<file path="src/hw/rtl/lbbc_pkg.sv">
// ----------------------------------------------------------------------------
// lbbc_pkg: shared types and constants
// Request decode, slot geometry and operation codes for the byte-budget
// least-recently-used cache directory.
// ----------------------------------------------------------------------------
package lbbc_pkg;

   localparam int ENTRIES   = 64;
   localparam int SLOT_BITS = $clog2(ENTRIES);
   localparam int CNT_BITS  = $clog2(ENTRIES + 1);
   localparam int KEY_BITS  = 32;
   localparam int SIZE_BITS = 32;
   localparam int USED_BITS = 33;
   localparam int STAMP_BITS = 64;
   localparam int EVICT_BITS = 7;
   localparam int SLOT_OUT_BITS = 6;

   localparam logic [1:0] OP_LOOKUP = 2'd0;
   localparam logic [1:0] OP_INSERT = 2'd1;
   localparam logic [1:0] OP_REMOVE = 2'd2;
   localparam logic [1:0] OP_FLUSH  = 2'd3;

   // Decoded request handed from the front end to the engine
   typedef struct packed {
      logic [1:0]           op;
      logic                 refused;
      logic [KEY_BITS-1:0]  key;
      logic [SIZE_BITS-1:0] bytes;
   } cmd_type;

endpackage

</file>
<file path="src/hw/rtl/lbbc_front.sv">
// ----------------------------------------------------------------------------
// lbbc_front: request intake and classification
// Accepts requests, flags oversize inserts and queues them for the engine.
// ----------------------------------------------------------------------------
module lbbc_front (
   input  logic                           clock,
   input  logic                           reset,
   input  logic                           req_tvalid,
   output logic                           req_tready,
   input  logic [1:0]                     req_tuser,  // action
   input  logic [63:0]                    req_tdata,  // key_tag, blob_bytes
   input  logic [lbbc_pkg::SIZE_BITS-1:0] max_entry_bytes,
   output logic                           cmd_valid,
   input  logic                           cmd_ready,
   output lbbc_pkg::cmd_type              cmd
);
   import lbbc_pkg::*;

   cmd_type    slot_ff [2];
   logic       wr_ptr_ff, wr_ptr_in;
   logic       rd_ptr_ff, rd_ptr_in;
   logic [1:0] count_ff, count_in;
   cmd_type    new_cmd;
   logic       push, pop;

   // Classify the incoming request
   always_comb begin
      new_cmd.op      = req_tuser;
      new_cmd.key     = req_tdata[31:0];
      new_cmd.bytes   = req_tdata[63:32];
      new_cmd.refused = (req_tuser == OP_INSERT) && (req_tdata[63:32] > max_entry_bytes);
   end

   assign req_tready = (count_ff != 2'd2);
   assign cmd_valid  = (count_ff != 2'd0);
   assign cmd        = slot_ff[rd_ptr_ff];
   assign push       = req_tvalid && req_tready;
   assign pop        = cmd_valid && cmd_ready;

   // Advance queue pointers
   always_comb begin
      wr_ptr_in = push ? ~wr_ptr_ff : wr_ptr_ff;
      rd_ptr_in = pop ? ~rd_ptr_ff : rd_ptr_ff;
      count_in  = count_ff + {1'b0, push} - {1'b0, pop};
   end

   always_ff @(posedge clock) begin
      if (reset) begin
         wr_ptr_ff <= 1'b0;
         rd_ptr_ff <= 1'b0;
         count_ff  <= 2'd0;
      end else begin
         wr_ptr_ff <= wr_ptr_in;
         rd_ptr_ff <= rd_ptr_in;
         count_ff  <= count_in;
      end
   end

   // Hold queued payload
   always_ff @(posedge clock) begin
      if (push) begin
         slot_ff[wr_ptr_ff] <= new_cmd;
      end
   end

endmodule

</file>
<file path="config.mk">
export PLATFORM = sky130hd
export DESIGN_NAME = lbbc_front
export DESIGN_NICKNAME = d
export VERILOG_FILES = /design/src/hw/rtl/lbbc_pkg.sv /design/src/hw/rtl/lbbc_front.sv
export SDC_FILE = /design/constraint.sdc
export NUM_CORES = 1
export LEC_CHECK = 0
export ABC_AREA = 1
export BUFFER_PORTS_ARGS = -buffer_cell sky130_fd_sc_hd__buf_4
export CORE_UTILIZATION = 45
export CTS_BUF_LIST = sky130_fd_sc_hd__clkbuf_16
export DETAILED_ROUTE_END_ITERATION = 6
export PLACE_DENSITY = 0.73
export SLEW_MARGIN = 0
export SYNTH_ARGS = -nofsm -noshare
export SYNTH_HDL_FRONTEND = slang
export SYNTH_SLANG_ARGS = --single-unit
</file>
<file path="constraint.sdc">
create_clock -name clock -period 6.7 [get_ports clock]
set_clock_uncertainty 0.2 [all_clocks]
set_input_delay 2.01 -clock clock [delete_from_list [all_inputs] [get_ports clock]]
set_output_delay 2.01 -clock clock [all_outputs]
set_load 0.03 [all_outputs]
</file>
==> results of run 1 <==
## worst min path at each step
stage	depth (start not counted)	slack (ps)	to	start
after floorplan	2	250	flip-flop	rd_ptr_ff$_SDFFE_PP0P_
after global placement	2	260	flip-flop	rd_ptr_ff$_SDFFE_PP0P_
after detailed placement	2	270	flip-flop	rd_ptr_ff$_SDFFE_PP0P_
after CTS	2	280	flip-flop	rd_ptr_ff$_SDFFE_PP0P_
after global routing	2	330	flip-flop	rd_ptr_ff$_SDFFE_PP0P_
final	2	280	flip-flop	rd_ptr_ff$_SDFFE_PP0P_
## cells by family after synthesis
| group | after synthesis |
|---|---|
| buffers and inverters | 51 |
| DFF | 139 |
| xor gates and xnor gates | 1 |
| AOI/OAI and AO/OA | 23 |
| and+or+nand+nor | 64 |
| adders and majority gates | 34 |
| muxes | 67 |
## worst max-delay path: stages (launching register included)
cell and delay [ps]:
dfxtp_4 1060, mux2_2 430, buf_4 170
## per-stage QoR
step	instance area, sq um	cells
6_report	8150	747
5_1_grt	8150	747
4_1_cts	8150	747
3_5_place_dp	7520	716
3_3_place_gp	7520	716
2_1_floorplan	6050	379
## cell usage in the layout, fill, tap and decap left out, types with 2 or more instances in the layout
master,Yosys,layout
nor2_4,1,3
nand2_1,33,33
nand3_1,4,4
a21oi_1,16,16
nor3_1,3,3
mux2_4,30,30
mux2_2,37,37
o21ai_0,4,4
clkinv_2,0,3
nor2_2,2,2
clkbuf_16,0,17
nor2_1,13,11
buf_4,1,172
ha_1,34,34
nand4_1,3,3
bufinv_16,0,5
edfxtp_1,134,134
nand2_2,3,3
clkinvlp_4,0,3
inv_1,44,45
dfxtp_1,5,4
## cell type report
| cell class | instances | share of cell area [%] |
|---|---|---|
| inverters | 44 | 2.03 |
| well taps | 172 | 2.64 |
| flip-flops and latches | 139 | 50.7 |
| repair buffers | 172 | 15.8 |
| clock inverters | 14 | 2.50 |
| multi-input cells | 189 | 21.1 |
| clock buffers | 17 | 5.22 |
## state kept, by name, summed over array words and instances (netlist names), named ones only
signal,cells
slot_ff,134
count_ff,2
rd_ptr_ff,1
wr_ptr_ff,1
## layer usage
layer	vias to the layer above	track usage [%]	routed length [microns]
li1	1746	-	-
met1	1700	20.9	4810
met2	122	28.2	5650
met3	6	5.57	817
met4	0	6.01	66
met5	-	0	0
## power groups by stage
stage	clock network [W]	logic (W)	registers [W]
3_3_place_gp	0	0.000898	0.00121
6_report	0.000984	0.000895	0.00119
2_1_floorplan	0	0.000644	0.00116
5_1_grt	0.00104	0.000954	0.00121
4_1_cts	0.00100	0.000909	0.00120
3_5_place_dp	0	0.000907	0.00121
==> impl_metrics.json, run 1 <==
{
  "syn_area_per_cell_sq_um": 16.0,
  "synth.distinct_cells": 25,
  "fin_tns_setup_ps": 0,
  "clockBufferDepth": 2,
  "multiInputGateArea_sq_um": 1720,
  "cts.sinks": 139,
  "async_flop_share_pct": 0,
  "p_clk_share_pct": 32.0,
  "ir_drop_v": 0.000184,
  "rows": 41,
  "synth_area_leaders": "edfxtp_1, mux2_4, ha_1, mux2_2, inv_1",
  "status": "completed",
  "synth_top_area_share_pct": 66.5,
  "p_sw_w": 0.000912,
  "die_y_microns": 118,
  "drv_slew": 0,
  "drc": 0,
  "r2r_cells": 5,
  "setup_violations": 0,
  "layout-drive-gt1-share_pct": 48.3,
  "period_needed_ps": 4320,
  "yosysTopAreaCell": "edfxtp_1",
  "synth_compound_area_share_pct": 2.01,
  "nFillCells": 953,
  "synthFlopType": "edfxtp_1",
  "reg2reg_to": "slot_ff[0][63]$_DFFE_PP_",
  "r2r_slack_ps": 4110,
  "fmax_mhz": 232,
  "p_sw_share_pct": 29.7,
  "grt_max_degree": 68,
  "synth_top_family_by_area": "multiplexers",
  "vias": 3574,
  "worst_slew_pin_slew_ps": 1070,
  "synthSimpleGateAreaFrac_pct": 4.67,
  "cp.arrival_ps": 2110,
  "p_int_w": 0.00216,
  "synth.most_common_cell": "edfxtp_1",
  "fin_crit_sh_pct": 64.4,
  "synth.area.mux_share_pct": 14.3,
  "crit_required_ps": 4490,
  "dieArea_sq_um": 13900,
  "gp_congestion": 0.758,
  "power_frac_seq_pct": 38.9,
  "cp-end-kind": "output pin",
  "grt.overflow.total": 0,
  "whs_ps": 278,
  "grt_use_total_pct": 17.1,
  "fin_util_pct": 63.3,
  "cts_tree": "built",
  "syn_to_final_growth_pct": 34.7,
  "core_sq_um": 12900,
  "wirelength_microns": 11400,
  "cts.htree.levels": 4,
  "post_cts_resized": 0,
  "fp.dieW_microns": 118,
  "ios": 171,
  "dr.pass1.iters": 4,
  "ys_warn_count": 0,
  "drt_iter0_drc": 239,
  "seq_area_frac_synth_pct": 68.2,
  "diodes": 0,
  "netlist_area_sq_um": 6050,
  "path_max_fanout": 67,
  "dpl.hpwl_microns": 7970,
  "cts_setup_buffers": 0,
  "synth_fa_ha_area_share_pct": 7.03,
  "max_slew_margin_pct": 29.0,
  "postSynthCellCount": 379,
  "grt_pass1_vias": 3630,
  "max-cap-violations": 0,
  "total_power_w": 0.00307,
  "wl_per_cell_microns": 15.2,
  "synth_xor_area_share_pct": 0.145,
  "worstSetupPathType": "flip-flop to output pin",
  "ys_seq_elements": 139,
  "drtAntennaViolNets": 0,
  "start_kind": "flip-flop",
  "initial_core_util_pct": 47.0,
  "p_leak_nw": 3.43,
  "hold_path.class": "flip-flop to flip-flop",
  "clk_pin_slew_ps": 50,
  "root_buffer": "clkbuf_16",
  "cts_buffers": 17,
  "hold_viol_final": 0,
  "comb_power_share_pct": 29.1,
  "synth-edff-count": 134,
  "rsz0062_at_grt": "no",
  "final-seq-area_sq_um": 4130,
  "antenna_found_initial": 0,
  "fin_nets": 699,
  "ys_top_cells_by_count": "edfxtp_1, inv_1, mux2_2",
  "dp_worst_setup_slack_ps": 2430,
  "avgViaCountPerCell": 4.78,
  "powerDensity_nw_per_um2": 377,
  "endpoint": "cmd[7]",
  "syn_nets": 515,
  "fin_ws_ps": 2380,
  "ctsHoldBuffers": 0,
  "r2r_start": "count_ff[0]$_SDFF_PP0_",
  "clk_latency_ps": 410,
  "grt_pass1_wl_microns": 17800,
  "portBuffers": 170
}
Note: power is estimated with default switching activity, not from simulation.
==> run 2: changes to the inputs <==
Settings changed: ABC_AREA 1 to 0.
Clock period 6.7 ns to 4.35 ns, I/O delays scaled along.
==> run 2 against run 1 <==
  * Wire length is 2.1% higher
  * Area after synthesis is 3.2% lower
  * Via count is 0.56% lower
  * Non-clock buffer count is 1 lower
  * Setup slack worse by 1500 ps
  * Synthesized cell count is 9.0% lower
  * Critical endpoint is now cmd[45]
  * Highest routed layer unchanged
==> impl_metrics.json, run 2 <==
{
  "status": "completed",
  "grt_pass1_wl_microns": 17500,
  "grt_use_total_pct": 17.9,
  "root_buffer": "clkbuf_16",
  "vias": 3554,
  "avgViaCountPerCell": 4.98,
  "crit_required_ps": 2840,
  "regMostFlops": "slot_ff",
  "netlist_area_sq_um": 5860,
  "syn_nets": 481,
  "rows": 41,
  "dpl.hpwl_microns": 7910,
  "cts_buffers": 17,
  "comb_power_share_pct": 30.1,
  "cts.htree.levels": 4,
  "syn_to_final_growth_pct": 34.4,
  "post_cts_resized": 0,
  "synth_top_family_by_area": "multiplexers",
  "drc": 0,
  "largest_reg_flops": 134,
  "ys_warn_count": 0,
  "synth_xor_area_share_pct": 0.598,
  "period_needed_ps": 3510,
  "clk_pin_slew_ps": 60,
  "wl_per_cell_microns": 16.2,
  "total_power_w": 0.00442,
  "power_frac_seq_pct": 41.3,
  "p_sw_share_pct": 32.2,
  "synth.most_common_cell": "edfxtp_1",
  "cp-end-kind": "output pin",
  "grt_pass1_vias": 3646,
  "synth_fa_ha_area_share_pct": 7.26,
  "synth_area_leaders": "edfxtp_1, mux2_2, ha_1, inv_1, dfxtp_1",
  "layout_commonest_cell": "buf_4",
  "ir_drop_v": 0.000419,
  "powerDensity_nw_per_um2": 562,
  "gp_congestion": 0.801,
  "ctsHoldBuffers": 0,
  "path_max_fanout": 67,
  "layout-drive-gt1-share_pct": 51.0,
  "postSynthCellCount": 345,
  "synth.area.mux_share_pct": 12.9,
  "drv_slew": 0,
  "async_flop_share_pct": 0,
  "synth_top_area_share_pct": 68.7,
  "grt.overflow.total": 0,
  "ys_seq_elements": 139,
  "seq_area_frac_synth_pct": 70.4,
  "diodes": 0,
  "core_sq_um": 12700,
  "ios": 171,
  "grt_max_degree": 68,
  "layout_common_cells": "buf_4, edfxtp_1, mux2_2",
  "max_slew_margin_pct": 35.8,
  "fin_crit_sh_pct": 80.6,
  "drt_iter0_drc": 203,
  "ys_top_cells_by_count": "edfxtp_1, mux2_2, ha_1",
  "clockBufferDepth": 2,
  "p_leak_nw": 3.19,
  "portBuffers": 170,
  "rsz0062_at_grt": "no",
  "initial_core_util_pct": 46.2,
  "syn_area_per_cell_sq_um": 17.0,
  "drtAntennaViolNets": 0,
  "synth-edff-count": 134,
  "cp.arrival_ps": 2000,
  "fin_tns_setup_ps": 0,
  "yosysTopAreaCell": "edfxtp_1",
  "worstSetupPathType": "flip-flop to output pin",
  "cts_tree": "built",
  "fin_nets": 664,
  "fmax_mhz": 285,
  "p_sw_w": 0.00142,
  "hold_viol_final": 0,
  "hold_path.class": "flip-flop to flip-flop",
  "start_kind": "flip-flop",
  "p_int_w": 0.00300,
  "cts_setup_buffers": 0,
  "dieArea_sq_um": 13500,
  "fp.dieW_microns": 116,
  "die_y_microns": 116,
  "dr.pass1.iters": 4,
  "hold_depth": 2,
  "synth_compound_area_share_pct": 2.61,
  "worst_slew_pin_slew_ps": 963,
  "synthSimpleGateAreaFrac_pct": 3.50,
  "max-cap-violations": 0,
  "synth.distinct_cells": 31,
  "synthFlopType": "edfxtp_1",
  "setup_violations": 0,
  "cts.sinks": 139,
  "top_regs": "slot_ff (134), count_ff (2)",
  "p_clk_share_pct": 28.6,
  "r2r_cells": 8,
  "wirelength_microns": 11600,
  "clk_latency_ps": 410,
  "antenna_found_initial": 0
}
run 2: cell count changes after synthesis, moves of 4 or more:
cell / delta
nor2_1: -6
mux2_4: -30
nand4_1: +4
a21oi_1: -5
inv_1: -11
buf_2: +4
nand2_1: -27
mux2_2: +30
run 2: power by group through the flow:
stage                     sequential (W)  combinational (W)  clock (W)
after detailed placement         0.00186            0.00135          0
final                            0.00183            0.00133    0.00126
after global routing             0.00186            0.00142    0.00134
after CTS                        0.00184            0.00135    0.00129
after global placement           0.00185            0.00133          0
after floorplan                  0.00177           0.000920          0
run 2: cell families after synthesis:
logic type | after synthesis
fa+ha+maj | 34
flops | 139
xor+xnor | 4
mux | 67
simple gates | 38
buf+inv | 40
compound gates | 23
run 2: worst max-delay path, cell delays in order, from the launching register on:
cell and delay, ps:
dfxtp_4 920, mux2_2 420, buf_4 170
run 2: stage by stage:
stage	hold slack, ps	utilization [%]	setup slack (ps)	instances	area [sq um]
detailed placement	296	58.0	1100	681	7350
global route	340	62.1	728	713	7870
floorplan	281	-	569	345	5860
global placement	294	58.0	1150	681	7350
CTS	317	62.1	796	713	7870
finish	307	62.1	844	713	7870
run 2: area by class of cell:
cell class,count,area [sq um]
Clock buffer,17,425
Fill cell,974,4800
Tap cell,172,215
Clock inverter,15,97.6
Multi-Input combinational cell,166,1590
Timing Repair Buffer,171,1300
Sequential cell,139,4130
Inverter,33,124
run 2: path summary, 6_finish.rpt:
check	from	end	slack, ps
setup / recovery	flip-flop	cmd[45]	840
hold / removal	rd_ptr_ff$_SDFFE_PP0P_	flip-flop	310
setup reg to reg	count_ff[1]$_SDFF_PP0_	count_ff[1]$_SDFF_PP0_	2330
hold reg to reg	rd_ptr_ff$_SDFFE_PP0P_	flip-flop	310
run 2: metal layers:
| layer | vias up | GRT usage (%) | wire (microns) |
|---|---|---|---|
| met5 | - | 0 | 0 |
| met4 | 0 | 7.01 | 161 |
| met3 | 15 | 5.70 | 776 |
| met2 | 124 | 31.1 | 5830 |
| met1 | 1737 | 20.5 | 4820 |
| li1 | 1678 | - | - |
